===== config.mk =====
export PLATFORM = sky130hd
export DESIGN_NAME = heading_dead_reckoning_integrator
export DESIGN_NICKNAME = d
export VERILOG_FILES = /design/src/sv/hdri_pkg.sv /design/src/sv/hdri_datapath.sv /design/src/sv/hdri_ctrl.sv /design/src/sv/heading_dead_reckoning_integrator.sv
export SDC_FILE = /design/constraint.sdc
export NUM_CORES = 2
export LEC_CHECK = 0
export ABC_AREA = 0
export BUFFER_PORTS_ARGS = -buffer_cell sky130_fd_sc_hd__buf_2
export CAP_MARGIN = 0
export CORE_MARGIN = 3
export CORE_UTILIZATION = 47
export DETAILED_ROUTE_END_ITERATION = 12
export PLACE_DENSITY = 0.7
export SETUP_SLACK_MARGIN = 0.02
export SLEW_MARGIN = 20
export SYNTH_ARGS = -nofsm -noshare
export SYNTH_HDL_FRONTEND = slang
export SYNTH_SLANG_ARGS = --single-unit

===== constraint.sdc =====
create_clock -name clk_i -period 12.9 [get_ports clk_i]
set_input_delay 2.58 -clock clk_i [delete_from_list [all_inputs] [get_ports clk_i]]
set_output_delay 2.58 -clock clk_i [all_outputs]
set_load 0.1 [all_outputs]

===== src/sv/hdri_pkg.sv =====
// shared types, constants and the arctangent table for the heading integrator
// no dependencies
package hdri_pkg;

  localparam int unsigned TABLE_SIZE = 24;
  localparam int unsigned ANGLE_W    = 18;

  localparam logic [23:0] GAIN_Q24 = 24'd10188014;

  localparam logic signed [ANGLE_W-1:0] FULL_TURN    = 18'sd23040;
  localparam logic signed [ANGLE_W-1:0] HALF_TURN    = 18'sd11520;
  localparam logic signed [ANGLE_W-1:0] QUARTER_TURN = 18'sd5760;

  typedef enum logic [2:0] {
    ST_IDLE,
    ST_MUL_LO,
    ST_MUL_HI,
    ST_INIT,
    ST_ROTATE,
    ST_ACCUM
  } hdri_state_e;

  typedef struct packed {
    logic capture;
    logic mul_lo;
    logic mul_hi;
    logic init;
    logic rotate;
    logic commit;
  } hdri_cmd_t;

  typedef struct packed {
    logic moving;
    logic last_step;
  } hdri_status_t;

  // atan(2^-i) in units of 2^-22 degree
  function automatic logic [27:0] atan_entry(input logic [4:0] idx);
    logic [27:0] v;
    case (idx)
      5'd0:    v = 28'd188743680;
      5'd1:    v = 28'd111421900;
      5'd2:    v = 28'd58872272;
      5'd3:    v = 28'd29884485;
      5'd4:    v = 28'd15000234;
      5'd5:    v = 28'd7507429;
      5'd6:    v = 28'd3754631;
      5'd7:    v = 28'd1877430;
      5'd8:    v = 28'd938729;
      5'd9:    v = 28'd469366;
      5'd10:   v = 28'd234683;
      5'd11:   v = 28'd117342;
      5'd12:   v = 28'd58671;
      5'd13:   v = 28'd29335;
      5'd14:   v = 28'd14668;
      5'd15:   v = 28'd7334;
      5'd16:   v = 28'd3667;
      5'd17:   v = 28'd1833;
      5'd18:   v = 28'd917;
      5'd19:   v = 28'd458;
      5'd20:   v = 28'd229;
      5'd21:   v = 28'd115;
      5'd22:   v = 28'd57;
      5'd23:   v = 28'd29;
      default: v = 28'd0;
    endcase
    return v;
  endfunction

endpackage


===== src/sv/hdri_datapath.sv =====
// datapath: speed register, distance multiply, shared cordic stage and
// saturating position accumulators; uses hdri_pkg
module hdri_datapath #(
  parameter int unsigned CORDIC_STEPS  = 16,
  parameter int unsigned POSITION_BITS = 48
) (
  input  logic                            clk_i,
  input  logic                            rst_ni,
  input  logic                            cfg_we_i,
  input  logic [15:0]                     cfg_wdata_i,
  input  logic signed [15:0]              heading_i,
  input  logic [19:0]                     elapsed_time_i,
  input  logic                            moving_i,
  input  hdri_pkg::hdri_cmd_t             cmd_i,
  output hdri_pkg::hdri_status_t          status_o,
  output logic signed [POSITION_BITS-1:0] position_x_o,
  output logic signed [POSITION_BITS-1:0] position_y_o
);

  localparam int unsigned XW = 48;
  localparam int unsigned DW = XW - 8;
  localparam int unsigned ZW = 32;
  localparam int unsigned SW = ((POSITION_BITS > DW) ? POSITION_BITS : DW) + 1;
  localparam int unsigned CW = (CORDIC_STEPS > 1) ? $clog2(CORDIC_STEPS) : 1;
  localparam int unsigned AW = hdri_pkg::ANGLE_W;

  localparam logic signed [SW-1:0] POS_HI =
    {{(SW-POSITION_BITS+1){1'b0}}, {(POSITION_BITS-1){1'b1}}};
  localparam logic signed [SW-1:0] POS_LO =
    {{(SW-POSITION_BITS+1){1'b1}}, {(POSITION_BITS-1){1'b0}}};

  logic [15:0]                     speed_q;
  logic [35:0]                     dist_q, dist_d;
  logic [59:0]                     prod_q, prod_d;
  logic signed [13:0]              angle_q;
  logic                            flip_q, moving_q;
  logic signed [XW-1:0]            x_q, x_d, y_q, y_d;
  logic signed [ZW-1:0]            z_q, z_d;
  logic [CW-1:0]                   step_q, step_d;
  logic signed [POSITION_BITS-1:0] acc_x_q, acc_x_d, acc_y_q, acc_y_d;

  logic signed [AW-1:0] a0, a1, a2;
  logic                 flip_d;
  logic [17:0]          mul_a;
  logic [41:0]          mul_p;
  logic [43:0]          x0_mag;
  logic signed [XW-1:0] x0, dx, dy;
  logic signed [ZW-1:0] atan_v;
  logic signed [XW-1:0] rx, ry;
  logic signed [DW-1:0] del_x, del_y;

  function automatic logic signed [POSITION_BITS-1:0] sat_add(
    input logic signed [POSITION_BITS-1:0] acc,
    input logic signed [DW-1:0]            del
  );
    logic signed [SW-1:0] sum;
    logic signed [POSITION_BITS-1:0] r;
    sum = {{(SW-POSITION_BITS){acc[POSITION_BITS-1]}}, acc}
        + {{(SW-DW){del[DW-1]}}, del};
    if (sum > POS_HI) begin
      r = POS_HI[POSITION_BITS-1:0];
    end else if (sum < POS_LO) begin
      r = POS_LO[POSITION_BITS-1:0];
    end else begin
      r = sum[POSITION_BITS-1:0];
    end
    return r;
  endfunction

  // angle reduction into plus or minus a half turn and fold into plus or minus a quarter
  always_comb begin
    a0 = {AW{1'b0}} - {{(AW-16){heading_i[15]}}, heading_i};
    if (a0 >= hdri_pkg::HALF_TURN) begin
      a1 = a0 - hdri_pkg::FULL_TURN;
    end else if (a0 < -hdri_pkg::HALF_TURN) begin
      a1 = a0 + hdri_pkg::FULL_TURN;
    end else begin
      a1 = a0;
    end
    flip_d = 1'b0;
    a2     = a1;
    if (a1 > hdri_pkg::QUARTER_TURN) begin
      a2     = a1 - hdri_pkg::HALF_TURN;
      flip_d = 1'b1;
    end else if (a1 < -hdri_pkg::QUARTER_TURN) begin
      a2     = a1 + hdri_pkg::HALF_TURN;
      flip_d = 1'b1;
    end
  end

  assign dist_d = {20'd0, speed_q} * {16'd0, elapsed_time_i};
  assign mul_a  = cmd_i.mul_hi ? dist_q[35:18] : dist_q[17:0];
  assign mul_p  = {24'd0, mul_a} * {18'd0, hdri_pkg::GAIN_Q24};

  always_comb begin
    prod_d = prod_q;
    if (cmd_i.mul_lo) begin
      prod_d = {18'd0, mul_p};
    end else if (cmd_i.mul_hi) begin
      prod_d = prod_q + {mul_p, 18'd0};
    end
  end

  assign x0_mag = prod_q[59:16];
  assign x0     = flip_q ? -$signed({4'd0, x0_mag}) : $signed({4'd0, x0_mag});
  assign dx     = y_q >>> step_q;
  assign dy     = x_q >>> step_q;
  assign atan_v = $signed({4'd0, hdri_pkg::atan_entry(5'(step_q))});

  always_comb begin
    x_d    = x_q;
    y_d    = y_q;
    z_d    = z_q;
    step_d = step_q;
    if (cmd_i.init) begin
      x_d    = x0;
      y_d    = '0;
      z_d    = {{(ZW-30){angle_q[13]}}, angle_q, 16'd0};
      step_d = '0;
    end else if (cmd_i.rotate) begin
      if (!z_q[ZW-1]) begin
        x_d = x_q - dx;
        y_d = y_q + dy;
        z_d = z_q - atan_v;
      end else begin
        x_d = x_q + dx;
        y_d = y_q - dy;
        z_d = z_q + atan_v;
      end
      step_d = step_q + CW'(1);
    end
  end

  // round to whole nanometres
  assign rx    = (x_q + XW'(128)) >>> 8;
  assign ry    = (y_q + XW'(128)) >>> 8;
  assign del_x = moving_q ? rx[DW-1:0] : '0;
  assign del_y = moving_q ? ry[DW-1:0] : '0;

  assign acc_x_d = sat_add(acc_x_q, del_x);
  assign acc_y_d = sat_add(acc_y_q, del_y);

  always_ff @(posedge clk_i or negedge rst_ni) begin
    if (!rst_ni) begin
      speed_q <= 16'd1000;
      acc_x_q <= '0;
      acc_y_q <= '0;
    end else begin
      if (cfg_we_i) begin
        speed_q <= cfg_wdata_i;
      end
      if (cmd_i.commit) begin
        acc_x_q <= acc_x_d;
        acc_y_q <= acc_y_d;
      end
    end
  end

  always_ff @(posedge clk_i) begin
    if (cmd_i.capture) begin
      dist_q   <= dist_d;
      angle_q  <= a2[13:0];
      flip_q   <= flip_d;
      moving_q <= moving_i;
    end
    prod_q <= prod_d;
    x_q    <= x_d;
    y_q    <= y_d;
    z_q    <= z_d;
    step_q <= step_d;
  end

  assign status_o.moving    = moving_q;
  assign status_o.last_step = (step_q == CW'(CORDIC_STEPS - 1));
  assign position_x_o       = acc_x_q;
  assign position_y_o       = acc_y_q;

endmodule


===== src/sv/hdri_ctrl.sv =====
// controller state machine sequencing multiply, cordic and accumulate
// uses hdri_pkg
module hdri_ctrl (
  input  logic                   clk_i,
  input  logic                   rst_ni,
  input  logic                   in_valid_i,
  output logic                   in_ready_o,
  output logic                   out_valid_o,
  input  logic                   out_ready_i,
  input  hdri_pkg::hdri_status_t status_i,
  output hdri_pkg::hdri_cmd_t    cmd_o
);

  hdri_pkg::hdri_state_e state_q, state_d;
  logic                  out_valid_q, out_valid_d;
  logic                  out_free;

  assign out_free = !out_valid_q || out_ready_i;

  always_comb begin
    state_d = state_q;
    unique case (state_q)
      hdri_pkg::ST_IDLE: begin
        if (in_valid_i) state_d = hdri_pkg::ST_MUL_LO;
      end
      hdri_pkg::ST_MUL_LO: begin
        state_d = status_i.moving ? hdri_pkg::ST_MUL_HI : hdri_pkg::ST_ACCUM;
      end
      hdri_pkg::ST_MUL_HI: state_d = hdri_pkg::ST_INIT;
      hdri_pkg::ST_INIT:   state_d = hdri_pkg::ST_ROTATE;
      hdri_pkg::ST_ROTATE: begin
        if (status_i.last_step) state_d = hdri_pkg::ST_ACCUM;
      end
      hdri_pkg::ST_ACCUM: begin
        if (out_free) state_d = hdri_pkg::ST_IDLE;
      end
      default: state_d = hdri_pkg::ST_IDLE;
    endcase
  end

  always_comb begin
    cmd_o      = '0;
    in_ready_o = 1'b0;
    unique case (state_q)
      hdri_pkg::ST_IDLE: begin
        in_ready_o    = 1'b1;
        cmd_o.capture = in_valid_i;
      end
      hdri_pkg::ST_MUL_LO: cmd_o.mul_lo = 1'b1;
      hdri_pkg::ST_MUL_HI: cmd_o.mul_hi = 1'b1;
      hdri_pkg::ST_INIT:   cmd_o.init   = 1'b1;
      hdri_pkg::ST_ROTATE: cmd_o.rotate = 1'b1;
      hdri_pkg::ST_ACCUM:  cmd_o.commit = out_free;
      default: begin
        cmd_o      = '0;
        in_ready_o = 1'b0;
      end
    endcase
  end

  always_comb begin
    out_valid_d = out_valid_q;
    if (cmd_o.commit) begin
      out_valid_d = 1'b1;
    end else if (out_ready_i) begin
      out_valid_d = 1'b0;
    end
  end

  always_ff @(posedge clk_i or negedge rst_ni) begin
    if (!rst_ni) begin
      state_q     <= hdri_pkg::ST_IDLE;
      out_valid_q <= 1'b0;
    end else begin
      state_q     <= state_d;
      out_valid_q <= out_valid_d;
    end
  end

  assign out_valid_o = out_valid_q;

`ifndef SYNTH
  a_no_back_to_back: assert property (@(posedge clk_i) disable iff (!rst_ni)
    (in_valid_i && in_ready_o) |=> !in_ready_o)
    else $error("input transfer taken while an item is in flight");

  a_commit_shows: assert property (@(posedge clk_i) disable iff (!rst_ni)
    cmd_o.commit |=> out_valid_o)
    else $error("result not presented after accumulate");

  a_rotate_ends: assert property (@(posedge clk_i) disable iff (!rst_ni)
    (state_q == hdri_pkg::ST_ROTATE && status_i.last_step) |=>
    (state_q == hdri_pkg::ST_ACCUM))
    else $error("cordic did not hand over to accumulate");

  a_no_overwrite: assert property (@(posedge clk_i) disable iff (!rst_ni)
    (out_valid_q && !out_ready_i) |-> !cmd_o.commit)
    else $error("pending result overwritten");
`endif

endmodule


===== src/sv/heading_dead_reckoning_integrator.sv =====
// Heading dead-reckoning integrator. Each input transfer carries a heading, an
// elapsed time and a moving flag; the block returns one position per transfer.
// When moving, the distance speed_estimate * elapsed_time is rotated by minus
// the heading through a CORDIC that does one rotation per cycle in a single
// shared stage, and added to saturating X/Y accumulators in nanometres. A moving
// item goes through capture, a low and a high half-width multiply, start vector
// load, CORDIC_STEPS rotations and the accumulate before the next input transfer;
// an item with moving clear goes through capture, the low multiply and the
// accumulate. A finished result waits in the output register while the
// next item is accepted and worked on; that item's accumulate then waits until
// the held result has been taken. speed_estimate resets to 1000 mm/s and
// should be written only while no item is in flight.
module heading_dead_reckoning_integrator #(
  parameter int unsigned CORDIC_STEPS  = 16,
  parameter int unsigned POSITION_BITS = 48
) (
  input  logic                            clk_i,
  input  logic                            rst_ni,
  input  logic                            cfg_we_i,
  input  logic [15:0]                     cfg_wdata_i,
  input  logic                            in_valid_i,
  output logic                            in_ready_o,
  input  logic signed [15:0]              heading_i,
  input  logic [19:0]                     elapsed_time_i,
  input  logic                            moving_i,
  output logic                            out_valid_o,
  input  logic                            out_ready_i,
  output logic signed [POSITION_BITS-1:0] position_x_o,
  output logic signed [POSITION_BITS-1:0] position_y_o
);

  hdri_pkg::hdri_cmd_t    cmd;
  hdri_pkg::hdri_status_t status;

  hdri_ctrl u_ctrl (
    .clk_i       (clk_i),
    .rst_ni      (rst_ni),
    .in_valid_i  (in_valid_i),
    .in_ready_o  (in_ready_o),
    .out_valid_o (out_valid_o),
    .out_ready_i (out_ready_i),
    .status_i    (status),
    .cmd_o       (cmd)
  );

  hdri_datapath #(
    .CORDIC_STEPS  (CORDIC_STEPS),
    .POSITION_BITS (POSITION_BITS)
  ) u_datapath (
    .clk_i          (clk_i),
    .rst_ni         (rst_ni),
    .cfg_we_i       (cfg_we_i),
    .cfg_wdata_i    (cfg_wdata_i),
    .heading_i      (heading_i),
    .elapsed_time_i (elapsed_time_i),
    .moving_i       (moving_i),
    .cmd_i          (cmd),
    .status_o       (status),
    .position_x_o   (position_x_o),
    .position_y_o   (position_y_o)
  );

endmodule


==> impl_metrics.toml <==
[run_status]
outcome = "finished, final reports clean"

[cts]
cts.sink_count = 372
worst_setup_hold_path_clk_slew_ns = 0.06
cts_made_buffers = 49
postCtsSetupBuffers = 0
ctsLongestPathBuffers = 3
worstSkewPairLatency_ns = 0.64
cts_hold_fix_bufs = 0
cts_tree = "built"
post_cts.resized_instances = 0
clock_tree.root_cell = "clkbuf_16"
htree_num_levels = 2

[timing]
setup_repair_after_global_routing_missed_its_margin = "no"
skew_ns = 0.0365
post-route-period-util = 0.759
min_period_ns = 9.79
timing.setup.tns_ns = 0
finalSetupViolCount = 0
max_slew.worst_pin.slew_ns = 1.09
final-max-slew-violation-count = 0
achievable-frequency_mhz = 102
slew_headroom = 0.265
hold_viol = 0

[worst_hold_path]
hold-path-cell-count = 2
min-delay-path-class = "reg -> reg"

[critical_path]
worst_ep_required_time_ns = 13.41
slowest_stage = "mux2i_1"
timing.critical_path.fanout_max = 35
timing.critical_path.arrival_ns = 10.30
criticalPathCategory = "reg -> reg"
worst_setup_path_end_kind = "flip-flop"
ff2ff_path_depth = 34
max_stage_delay_ns = 0.59
setup.worst_path.start_class = "flip-flop"

[cells_and_area]
flow.area_growth_from_synthesis_pct = 6.42
share_of_cells_above_drive_strength_1 = 0.0785
finish.net_count = 7522

[logic_synthesis]
synth_cell_type_count = 88
synth_area_leaders = "fa_1 16%, ha_1 12%, edfxtp_1 7.7%"
mappedNetlistArea_mm2 = 0.0556
synth-edff-count = 142
async_flop_share = 0.312
ys.warnings.count = 0
synth.ff_latch_count = 372
prevailing_post_synth_register_cell = "edfxtp_1"
synth.top_cell.area_share = 0.156
synth_cells = 6551
syn_avg_cell_area_um2 = 8.49
mappedNetlistNets = 7580
yosysSeqAreaShare = 0.170
synth_largest_area_cell = "fa_1"

[routing]
routed_via_count_divided_by_cell_count = 5.80
drt-initial-drc-count = 3568
drt_wl_total_um = 149000
drc_errors = 0
ant_nets = 0
drt-pass1-iter-count = 6
vias = 46800
routedWlPerCell_um = 18.5

[floorplanning]
floorplan.core_area_mm2 = 0.117
die-area_mm2 = 0.122
initial_core_util = 0.476
rows = 125
die_height_um = 350
ios = 156
dieWidth_um = 350

[global_route]
grt_overflow_total = 0
grt_max_degree = 94
vias_in_the_first_global_route = 45700
grtUsageTotal = 0.239
grt_first_pass_wirelength_um = 240000
grt_antenna_before_repair = 7

[flow_run]
max_cap_violations = 0

[place]
portBuffers = 155
dp_hpwl_um = 117000
gp_routability_congestion = 0.950
cell usage in the layout (no fill, tap or decap), types with 38 or more instances in the layout:
cell type	netlist	layout
dfxtp_1	114	110
edfxtp_1	142	142
a31oi_1	68	68
o21bai_1	48	48
dfrtp_1	110	110
mux2i_1	79	79
and2_1	144	143
a21oi_1	412	412
ha_1	538	538
o31ai_1	38	38
nand2_1	760	758
nor2_1	462	460
xnor2_1	293	293
a211oi_1	41	41
a21o_1	189	189
mux4_2	110	110
fa_1	433	433
nand4_1	56	56
nor2b_1	49	49
inv_1	674	673
nand2b_1	43	43
o21a_1	42	42
o21ai_0	431	431
nor3_1	82	81
buf_2	18	154
and3_1	71	70
xor2_1	250	250
nand3_1	119	118
mux2_2	61	61
clkbuf_16	0	52
cells in the mapped netlist, types with 79 or more instances:
library cell,n
a21o_1,189
a21oi_1,412
and2_1,144
clkbuf_1,248
dfrtp_1,110
dfxtp_1,114
edfxtp_1,142
fa_1,433
ha_1,538
inv_1,674
mux2i_1,79
mux4_2,110
nand2_1,760
nand3_1,119
nor2_1,462
nor3_1,82
o21ai_0,431
xnor2_1,293
xor2_1,250
final timing paths:
kind | start | endpoint | slack, ns
min in group asynchronous | rst_ni | u_datapath.position_x_o[41] | 1.93
setup / recovery | u_ctrl.state_q[1] | u_datapath.prod_q[59] | 3.11
hold / removal | u_datapath.z_q[11] | u_datapath.z_q[11] | 0.46
max in group asynchronous | rst_ni | u_datapath.speed_q[0] | 9.72
hold reg to reg | u_datapath.z_q[11] | u_datapath.z_q[11] | 0.46
setup reg to reg | u_ctrl.state_q[1] | u_datapath.prod_q[59] | 3.11
cells by family after synthesis:
| kind of cell | Yosys count | synth area share |
|---|---|---|
| and+or+nand+nor | 1950 | 0.163 |
| DFF | 372 | 0.170 |
| muxes | 250 | 0.0711 |
| buffers and inverters | 973 | 0.0663 |
| adders and majority gates | 979 | 0.278 |
| AOI/OAI and AO/OA | 1484 | 0.165 |
| xor gates and xnor gates | 543 | 0.0856 |
worst max-delay path, delay by kind of cell, from the launching register on:
family                     cells  cell delay, ns
AOI/OAI and AO/OA             10            2.15
buffers and inverters          6            0.99
xor gates and xnor gates       2            0.31
adders and majority gates      8            3.79
DFF                            1            0.58
and+or+nand+nor                7            1.18
muxes                          1            0.59
sequential cells by signal (all words and copies together) (netlist names):
signal                   count
u_datapath.position_x_o     48
u_datapath.position_y_o     48
u_datapath.x_q              48
u_datapath.y_q              48
u_datapath.prod_q           44
u_datapath.dist_q           36
u_datapath.z_q              32
u_datapath.atan_v           28
u_datapath.speed_q          16
u_datapath.angle_q          14
u_datapath.step_q            4
u_ctrl.state_q               3
u_ctrl.out_valid_o           1
u_datapath.flip_q            1
u_datapath.moving_q          1
metal layers:
metal | track usage | wire length (um) | up-vias
met1 | 0.315 | 64400 | 22500
met5 | 0 | 14 | -
li1 | - | - | 22500
met4 | 0.0834 | 5270 | 4
met3 | 0.0271 | 8200 | 296
met2 | 0.406 | 71100 | 1415
final cells by class:
| cell class | count | area [um2] |
|---|---|---|
| flip-flops and latches | 372 | 9470 |
| clock buffers | 59 | 1360 |
| inverters | 678 | 2540 |
| repair buffers | 186 | 1010 |
| fillers | 10900 | 57700 |
| well taps | 1524 | 1910 |
| diodes | 4 | 10.0 |
| clock inverters | 33 | 365 |
| multi-input cells | 5206 | 42500 |
through the flow:
step,util,cells,setup WS (ns),hold WS (ns),instance area [um2]
5_1_grt,0.506,8059,2.35,0.485,59200
2_1_floorplan,-,6551,3.84,0.432,55600
3_3_place_gp,0.491,7966,3.09,0.441,57400
3_5_place_dp,0.491,7966,3.08,0.458,57400
6_report,0.506,8062,3.11,0.464,59200
4_1_cts,0.506,8058,3.17,0.472,59100
Power is left out: the tool's default activity adds up to more than one toggle a clock period on the data nets, which glitch-free logic cannot reach.
